[src/rtl/mtsd_pkg.sv]
// Shared types, constants and key tables of the tile stream descrambler.
// No dependencies; every other file of the block imports this package.
`default_nettype none

package mtsd_pkg;

    localparam int LONG_TABLE_LEN  = 26;
    localparam int SHORT_TABLE_LEN = 13;
    localparam int POSITION_BITS   = 16;

    localparam int LIDX_W = 5;
    localparam int SIDX_W = 4;
    localparam int SEED_W = 10;
    localparam int KEY_W  = 32;

    localparam int QUEUE_DEPTH = 2;
    localparam int QPTR_W      = (QUEUE_DEPTH > 1) ? $clog2(QUEUE_DEPTH) : 1;
    localparam int QCNT_W      = $clog2(QUEUE_DEPTH + 1);

    localparam int ADDR_W = 4;

    typedef enum logic [1:0] {
        MODE_TABLE_KEY   = 2'd0,
        MODE_FEEDBACK_A  = 2'd1,
        MODE_FEEDBACK_B  = 2'd2,
        MODE_SHORT_TABLE = 2'd3
    } mtsd_mode_t;

    typedef enum logic [1:0] {
        REG_MODE        = 2'd0,
        REG_INITIAL_KEY = 2'd1,
        REG_DEPTH_LIMIT = 2'd2,
        REG_UNUSED      = 2'd3
    } mtsd_reg_t;

    localparam logic [SEED_W-1:0] KEY_SEED_A = 10'h2E0;
    localparam logic [SEED_W-1:0] KEY_SEED_B = 10'h2B6;
    localparam logic [15:0]       MULT_A     = 16'h3222;
    localparam logic [15:0]       ADD_A      = 16'h83D2;
    localparam logic [15:0]       MULT_B     = 16'h336A;
    localparam logic [15:0]       ADD_B      = 16'h80C9;

    localparam logic [7:0] LONG_TAB [32] = '{
        8'h2D, 8'h4A, 8'h43, 8'hF1, 8'h27, 8'h9B, 8'h69, 8'h4F,
        8'h36, 8'h52, 8'h87, 8'hEC, 8'h5F, 8'h42, 8'h53, 8'h22,
        8'h9E, 8'h8B, 8'h2D, 8'h83, 8'h3D, 8'hD2, 8'h84, 8'hBA,
        8'hD8, 8'h5B, 8'h00, 8'h00, 8'h00, 8'h00, 8'h00, 8'h00
    };

    localparam logic [7:0] SHORT_TAB [16] = '{
        8'h2D, 8'h4A, 8'h43, 8'hF1, 8'h27, 8'h9B, 8'h69, 8'h4F,
        8'h36, 8'h52, 8'h87, 8'hEC, 8'h5F, 8'h00, 8'h00, 8'h00
    };

    typedef struct packed {
        mtsd_mode_t  mode;
        logic [7:0]  initial_key;
        logic [15:0] depth_limit;
    } mtsd_cfg_t;

    // One classified beat: byte, restart flag and the key seed for a restart
    typedef struct packed {
        logic [7:0]        cipher;
        logic              first;
        logic [SEED_W-1:0] seed;
    } mtsd_item_t;

endpackage

`default_nettype wire

[src/rtl/map_tile_stream_descrambler_core.sv]
// Top level of the tile stream descrambler: register file, front stage,
// queue and back stage. Depends on mtsd_pkg, mtsd_front, mtsd_queue, mtsd_back.
`default_nettype none

// Takes one scrambled byte per beat and returns one descrambled byte per beat,
// in order. A beat with s_tuser set starts a new buffer. Throughput is one byte
// per clock while m_tready is held; a byte passes through the input register,
// the two-entry queue and the output register. The feedback key update is one 32x16
// multiply and add in the back stage, which sets the per-byte loop.
// Registers: mode at 0x0, initial_key at 0x4, depth_limit at 0x8; write them
// only while no bytes are in flight.
module map_tile_stream_descrambler_core (
    input  wire logic                        aclk,
    input  wire logic                        aresetn,
    input  wire logic                        psel,
    input  wire logic                        penable,
    input  wire logic                        pwrite,
    input  wire logic [mtsd_pkg::ADDR_W-1:0] paddr,
    input  wire logic [31:0]                 pwdata,
    output logic [31:0]                      prdata,
    output logic                             pready,
    input  wire logic                        s_tvalid,
    output logic                             s_tready,
    input  wire logic [7:0]                  s_tdata,   // [7:0] cipher_byte
    input  wire logic                        s_tuser,   // [0] first
    output logic                             m_tvalid,
    input  wire logic                        m_tready,
    output logic [7:0]                       m_tdata    // [7:0] plain_byte
);
    import mtsd_pkg::*;

    mtsd_cfg_t  cfg_reg, cfg_next;
    mtsd_reg_t  reg_sel;
    logic       cfg_write;

    logic       q_push, q_push_ready, q_valid, q_pop;
    mtsd_item_t front_item, q_item;

    assign pready    = 1'b1;
    assign reg_sel   = mtsd_reg_t'(paddr[3:2]);
    assign cfg_write = psel && penable && pwrite && pready;

    always_comb begin
        cfg_next = cfg_reg;
        if (cfg_write) begin
            unique case (reg_sel)
                REG_MODE:        cfg_next.mode        = mtsd_mode_t'(pwdata[1:0]);
                REG_INITIAL_KEY: cfg_next.initial_key = pwdata[7:0];
                REG_DEPTH_LIMIT: cfg_next.depth_limit = pwdata[15:0];
                default:         cfg_next = cfg_reg;
            endcase
        end
    end

    always_comb begin
        unique case (reg_sel)
            REG_MODE:        prdata = {30'd0, cfg_reg.mode};
            REG_INITIAL_KEY: prdata = {24'd0, cfg_reg.initial_key};
            REG_DEPTH_LIMIT: prdata = {16'd0, cfg_reg.depth_limit};
            default:         prdata = 32'd0;
        endcase
    end

    always_ff @(posedge aclk) begin
        if (!aresetn) begin
            cfg_reg.mode        <= MODE_TABLE_KEY;
            cfg_reg.initial_key <= '0;
            cfg_reg.depth_limit <= '0;
        end else begin
            cfg_reg <= cfg_next;
        end
    end

    mtsd_front u_front (
        .aclk     (aclk),
        .aresetn  (aresetn),
        .cfg      (cfg_reg),
        .s_tvalid (s_tvalid),
        .s_tready (s_tready),
        .s_tdata  (s_tdata),
        .s_tuser  (s_tuser),
        .q_push   (q_push),
        .q_item   (front_item),
        .q_ready  (q_push_ready)
    );

    mtsd_queue u_queue (
        .aclk       (aclk),
        .aresetn    (aresetn),
        .push       (q_push),
        .push_item  (front_item),
        .push_ready (q_push_ready),
        .pop_valid  (q_valid),
        .pop_item   (q_item),
        .pop        (q_pop)
    );

    mtsd_back u_back (
        .aclk     (aclk),
        .aresetn  (aresetn),
        .cfg      (cfg_reg),
        .q_valid  (q_valid),
        .q_item   (q_item),
        .q_pop    (q_pop),
        .m_tvalid (m_tvalid),
        .m_tready (m_tready),
        .m_tdata  (m_tdata)
    );

endmodule

`default_nettype wire

[src/rtl/mtsd_front.sv]
// Front stage: accepts input beats, registers them and works out the key seed.
// Depends on mtsd_pkg.
`default_nettype none

module mtsd_front (
    input  wire logic                aclk,
    input  wire logic                aresetn,
    input  wire mtsd_pkg::mtsd_cfg_t cfg,
    input  wire logic                s_tvalid,
    output logic                     s_tready,
    input  wire logic [7:0]          s_tdata,   // [7:0] cipher_byte
    input  wire logic                s_tuser,   // [0] first
    output logic                     q_push,
    output mtsd_pkg::mtsd_item_t     q_item,
    input  wire logic                q_ready
);
    import mtsd_pkg::*;

    logic       valid_reg, valid_next;
    mtsd_item_t item_reg, item_next;
    logic [SEED_W-1:0] seed;

    // Restart seed depends on the mode in force when the beat arrives
    always_comb begin
        seed = SEED_W'(cfg.initial_key)
             + ((cfg.mode == MODE_FEEDBACK_B) ? KEY_SEED_B : KEY_SEED_A);
    end

    assign s_tready = !valid_reg || q_ready;

    always_comb begin
        valid_next = valid_reg;
        item_next  = item_reg;
        if (s_tready) begin
            valid_next = s_tvalid;
            if (s_tvalid) begin
                item_next.cipher = s_tdata;
                item_next.first  = s_tuser;
                item_next.seed   = seed;
            end
        end
    end

    always_ff @(posedge aclk) begin
        if (!aresetn) begin
            valid_reg <= 1'b0;
        end else begin
            valid_reg <= valid_next;
        end
        item_reg <= item_next;
    end

    assign q_push = valid_reg;
    assign q_item = item_reg;

endmodule

`default_nettype wire

[src/rtl/mtsd_queue.sv]
// Short queue of classified beats between the front and back stages.
// Depends on mtsd_pkg.
`default_nettype none

module mtsd_queue (
    input  wire logic                 aclk,
    input  wire logic                 aresetn,
    input  wire logic                 push,
    input  wire mtsd_pkg::mtsd_item_t push_item,
    output logic                      push_ready,
    output logic                      pop_valid,
    output mtsd_pkg::mtsd_item_t      pop_item,
    input  wire logic                 pop
);
    import mtsd_pkg::*;

    mtsd_item_t          entry_reg [QUEUE_DEPTH];
    logic [QPTR_W-1:0]   wr_ptr_reg, wr_ptr_next;
    logic [QPTR_W-1:0]   rd_ptr_reg, rd_ptr_next;
    logic [QCNT_W-1:0]   count_reg, count_next;
    logic                do_push, do_pop;

    assign push_ready = (count_reg != QCNT_W'(QUEUE_DEPTH));
    assign pop_valid  = (count_reg != '0);
    assign pop_item   = entry_reg[rd_ptr_reg];

    assign do_push = push && push_ready;
    assign do_pop  = pop && pop_valid;

    always_comb begin
        wr_ptr_next = wr_ptr_reg;
        rd_ptr_next = rd_ptr_reg;
        count_next  = count_reg;
        if (do_push) begin
            wr_ptr_next = (wr_ptr_reg == QPTR_W'(QUEUE_DEPTH - 1)) ? '0 : wr_ptr_reg + 1'b1;
        end
        if (do_pop) begin
            rd_ptr_next = (rd_ptr_reg == QPTR_W'(QUEUE_DEPTH - 1)) ? '0 : rd_ptr_reg + 1'b1;
        end
        if (do_push && !do_pop) begin
            count_next = count_reg + 1'b1;
        end else if (do_pop && !do_push) begin
            count_next = count_reg - 1'b1;
        end
    end

    always_ff @(posedge aclk) begin
        if (!aresetn) begin
            wr_ptr_reg <= '0;
            rd_ptr_reg <= '0;
            count_reg  <= '0;
        end else begin
            wr_ptr_reg <= wr_ptr_next;
            rd_ptr_reg <= rd_ptr_next;
            count_reg  <= count_next;
        end
        if (do_push) begin
            entry_reg[wr_ptr_reg] <= push_item;
        end
    end

endmodule

`default_nettype wire

[src/rtl/mtsd_back.sv]
// Back stage: holds the buffer position, table indices and feedback key,
// descrambles one beat per cycle while the output is not stalled into the output register. Depends on mtsd_pkg.
`default_nettype none

module mtsd_back (
    input  wire logic                 aclk,
    input  wire logic                 aresetn,
    input  wire mtsd_pkg::mtsd_cfg_t  cfg,
    input  wire logic                 q_valid,
    input  wire mtsd_pkg::mtsd_item_t q_item,
    output logic                      q_pop,
    output logic                      m_tvalid,
    input  wire logic                 m_tready,
    output logic [7:0]                m_tdata    // [7:0] plain_byte
);
    import mtsd_pkg::*;

    logic [POSITION_BITS-1:0] pos_reg, pos_next, pos_eff;
    logic [KEY_W-1:0]         key_reg, key_next, key_eff;
    logic [LIDX_W-1:0]        lidx_reg, lidx_next, lidx_eff;
    logic [SIDX_W-1:0]        sidx_reg, sidx_next, sidx_eff;
    logic                     out_valid_reg, out_valid_next;
    logic [7:0]               out_data_reg, out_data_next;

    logic              active;
    logic [KEY_W-1:0]  key_sum;
    logic [KEY_W-1:0]  key_fb_a, key_fb_b;
    logic [LIDX_W:0]   lidx_inc;
    logic [SIDX_W:0]   sidx_inc;
    logic [7:0]        long_key;
    logic [7:0]        plain;

    assign q_pop = q_valid && (!out_valid_reg || m_tready);

    // A restart beat uses position zero and a fresh seed
    always_comb begin
        pos_eff  = q_item.first ? '0 : pos_reg;
        lidx_eff = q_item.first ? '0 : lidx_reg;
        sidx_eff = q_item.first ? '0 : sidx_reg;
        key_eff  = q_item.first ? KEY_W'(q_item.seed) : key_reg;
    end

    always_comb begin
        active   = (32'(pos_eff) < 32'(cfg.depth_limit));
        key_sum  = KEY_W'(q_item.cipher) + key_eff;
        key_fb_a = KEY_W'(key_sum * KEY_W'(MULT_A)) + KEY_W'(ADD_A);
        key_fb_b = KEY_W'(key_sum * KEY_W'(MULT_B)) + KEY_W'(ADD_B);
        lidx_inc = {1'b0, lidx_eff} + 1'b1;
        sidx_inc = {1'b0, sidx_eff} + 1'b1;
        long_key = LONG_TAB[lidx_eff] + cfg.initial_key;
    end

    always_comb begin
        plain = q_item.cipher;
        if (active) begin
            unique case (cfg.mode)
                MODE_TABLE_KEY:   plain = q_item.cipher ^ long_key;
                MODE_FEEDBACK_A,
                MODE_FEEDBACK_B:  plain = q_item.cipher ^ key_eff[15:8];
                MODE_SHORT_TABLE: plain = q_item.cipher ^ SHORT_TAB[sidx_eff];
                default:          plain = q_item.cipher;
            endcase
        end
    end

    always_comb begin
        pos_next  = pos_reg;
        key_next  = key_reg;
        lidx_next = lidx_reg;
        sidx_next = sidx_reg;
        if (q_pop) begin
            pos_next  = pos_eff;
            key_next  = key_eff;
            lidx_next = lidx_eff;
            sidx_next = sidx_eff;
            if (active) begin
                unique case (cfg.mode)
                    MODE_FEEDBACK_A: key_next = key_fb_a;
                    MODE_FEEDBACK_B: key_next = key_fb_b;
                    default:         key_next = key_eff;
                endcase
                lidx_next = (lidx_inc >= (LIDX_W + 1)'(LONG_TABLE_LEN))
                          ? '0 : lidx_inc[LIDX_W-1:0];
                sidx_next = (sidx_inc >= (SIDX_W + 1)'(SHORT_TABLE_LEN))
                          ? '0 : sidx_inc[SIDX_W-1:0];
                // hold at the top of the range
                if (pos_eff != '1) begin
                    pos_next = pos_eff + 1'b1;
                end
            end
        end
    end

    always_comb begin
        out_data_next  = out_data_reg;
        out_valid_next = out_valid_reg;
        if (q_pop) begin
            out_valid_next = 1'b1;
            out_data_next  = plain;
        end else if (m_tready) begin
            out_valid_next = 1'b0;
        end
    end

    always_ff @(posedge aclk) begin
        if (!aresetn) begin
            pos_reg       <= '0;
            key_reg       <= '0;
            lidx_reg      <= '0;
            sidx_reg      <= '0;
            out_valid_reg <= 1'b0;
        end else begin
            pos_reg       <= pos_next;
            key_reg       <= key_next;
            lidx_reg      <= lidx_next;
            sidx_reg      <= sidx_next;
            out_valid_reg <= out_valid_next;
        end
        out_data_reg <= out_data_next;
    end

    assign m_tvalid = out_valid_reg;
    assign m_tdata  = out_data_reg;

endmodule

`default_nettype wire

[config.mk]
export PLATFORM = sky130hd
export DESIGN_NAME = map_tile_stream_descrambler_core
export DESIGN_NICKNAME = d
export VERILOG_FILES = /design/src/rtl/mtsd_pkg.sv /design/src/rtl/map_tile_stream_descrambler_core.sv /design/src/rtl/mtsd_front.sv /design/src/rtl/mtsd_queue.sv /design/src/rtl/mtsd_back.sv
export SDC_FILE = /design/constraint.sdc
export NUM_CORES = 1
export LEC_CHECK = 0
export ABC_AREA = 1
export BUFFER_PORTS_ARGS = -buffer_cell sky130_fd_sc_hd__buf_2
export CORE_MARGIN = 4
export CORE_UTILIZATION = 55
export DETAILED_ROUTE_END_ITERATION = 6
export PLACE_DENSITY = 0.74
export SYNTH_ARGS = -nofsm -noshare
export SYNTH_HDL_FRONTEND = slang
export SYNTH_SLANG_ARGS = --single-unit
[constraint.sdc]
create_clock -name aclk -period 10.45 [get_ports aclk]
set_clock_uncertainty 0.1 [all_clocks]
set_input_delay 2.09 -clock aclk [delete_from_list [all_inputs] [get_ports aclk]]
set_output_delay 2.09 -clock aclk [all_outputs]
set_load 0.1 [all_outputs]
==> metrics.md <==
| Metric | Value |
|---|---|
| Run status | complete, no violations |
| RSZ-0062 raised after global routing | no |
| Via/cell ratio | 5.50 |
| Die height | 155 um |
| FP Rows | 53 |
| Ys async rst share | 0% |
| Post-CTS sizing | 0 |
| Antenna-violating nets left | 0 |
| Syn Area/Cell | 7.73 um2 |
| Worst-Margin Slew | 1.00 ns |
| Leading area contributor after synthesis | edfxtp_1 |
| Finish-stage setup viols | 0 |
| CP max stage cell | xor2_1 |
| Most frequent cells after synthesis | nand2_1 (266), inv_1 (247), ha_1 (129) |
| Slew Limit Headroom | 32.8% |
| Clock slew at reported path FFs | 0.07 ns |
| Top FF cell, synth | dfxtp_1 |
| Drt pass-1 iters | 5 |
| Drt wl/cell | 15.6 um |
| Vias in the first global route | 9787 |
| Crit path DAT | 8.14 ns |
| Mapped Cells | 1540 |
| CTS Sinks | 136 |
| # diodes | 0 |
| Post-synthesis sequential area ratio | 28.1% |
| EDFF count, synth | 62 |
| Final Critical Period | 7.96 ns |
| Max reg flops | 36 |
| Startpoint Class | flip-flop |
| Hold buffers post-CTS | 0 |
| Post-synth top area share | 15.6% |
| Dpl hpwl | 22.3 mm |
| Distinct cells, synth | 63 |
| Yosys reg bits | 136 |
| HP Class | flip-flop to flip-flop |
| Count leader, synth | nand2_1 |
| WP data required | 10.63 ns |
| Post-Syn Area | 0.0119 mm2 |
| Fin. Hold Viols | 0 |
| Root Buffer | clkbuf_16 |
| I/O Buffers | 59 |
| Crit path max fanout | 45 |
| Setup TNS Final | 0 ns |
| Gpl congestion | 0.997 |
| Cell repeated most along the worst path | inv_1 |
| Area Growth Syn to Fin | 8.63% |
| Critical path class | flip-flop to flip-flop |
| Synthesis Warnings | 0 |
| Io pins | 95 |
| CTS tree | built |
| Top post-synthesis cells by area | edfxtp_1 (16%), ha_1 (14%), dfxtp_1 (12%), nand2_1 (8.4%), inv_1 (7.8%) |
| Fmax | 0.126 GHz |
| Nets | 1807 |
| Place WS | 2.52 ns |
| Layout cells sized above 1 | 9.96% |
| Max incr delay on CP | 0.65 ns |
| Crit path capture type | flip-flop |
| Die width | 155 um |
| Core ar. | 0.0212 mm2 |
| Global route overflow | 0 |
| Num CTS Buffers | 17 |
| CTS Buffer Depth | 2 |
| Worst Hold Launch | u_front.q_item[14]$_DFFE_PP_ |
| First-pass GRT wire length | 48.1 mm |
| Period utilisation layout | 76.2% |
| Final WL | 29.2 mm |
| Initial Util | 56.2% |
| Largest net degree at the start of global routing | 50 |
| H-tree levels | 4 |
| Post-CTS setup buffer count | 0 |
| Die Area | 0.0241 mm2 |
| Vias | 10300 |
| Worst-skew pair later-pin latency | 0.43 ns |
| Pins Over Slew Limit | 0 |
| Iteration-0 DRC Markers | 814 |
| Initial antenna violation count | 0 |
| Max-cap violations | 0 |
| Global-route usage over all layers | 24.8% |
| # DRC | 0 |
| Final setup margin | 2.49 ns |
[critical path: cells and delay by family, from the launching register on]
kind            cells  cell delay, ns
fa+ha+maj           8            3.07
simple gates       12            1.69
buf+inv            11            0.99
xor+xnor            2            0.92
compound gates      5            0.70
flops               1            0.30
[routing by layer]
metal  vias to the layer above  share of wire, %  track usage [%]
li1                       5162                 -                -
met1                      4744                45             33.0
met2                       318                47             41.2
met3                        62               4.9             3.14
met4                         0               2.9             9.46
met5                         -                 0                0
[worst paths after layout]
kind / endpoint / slack, ns / cells past startpoint
worst max-delay path: u_back.key_reg[15]$_SDFFE_PN0P_ / 2.49 / 38
worst min-delay path: u_queue.entry_reg[1][14]$_DFFE_PP_ / 0.35 / 0
worst max register to register: u_back.key_reg[15]$_SDFFE_PN0P_ / 2.49 / 38
worst min register to register: u_queue.entry_reg[1][14]$_DFFE_PP_ / 0.35 / 0
[per-stage QoR]
stage,utilization (%),hold WS [ns],cells,area (um2)
CTS,61.1,0.347,1871,12900
finish,61.1,0.345,1871,12900
global placement,58.2,0.323,1839,12300
detailed placement,58.2,0.329,1839,12300
floorplan,-,0.321,1555,12000
global route,61.1,0.363,1871,12900
[placed cells by master (no fill, tap or decap), drive strengths merged, types with 2 or more instances in the layout]
cell,n
o211ai,19
o21ai,124
a21oi,120
xnor2,20
edfxtp,62
a211oi,2
ha,129
nor3,24
o221ai,10
o31ai,3
nor3b,3
nand4,16
nand2,278
nand3b,6
clkinv,12
buf,65
clkbuf,17
and2,2
inv,267
a31oi,15
conb,17
nand3,78
fa,43
o21a,2
xor2,36
o22ai,7
o311ai,2
o21bai,3
nor2,117
nor4,4
dfxtp,74
or2,11
[layout make-up]
cell class                 instances  area [um2]
fill                            1853        8230
multi-input combinational       1099        7280
sequential                       136        3340
inverter                         264         996
clock buffer                      17         425
tap                              275         344
timing repair buffer              65         340
clock inverter                    15         196
[logic make-up (layout without fill, tap and decap cells)]
kind of cell    after synthesis  in the layout  share of synthesized area [%]
simple gates                539            539                           20.7
fa+ha+maj                   172            172                           20.8
xor+xnor                     56             56                           4.12
buf+inv                     320            361                           11.3
compound gates              315            315                           15.0
flops                       136            136                           28.1
other cells                   2             17                         0.0631
Power is not shown: default switching activity piles up to over one toggle a cycle in this logic, so the estimate is an artifact.
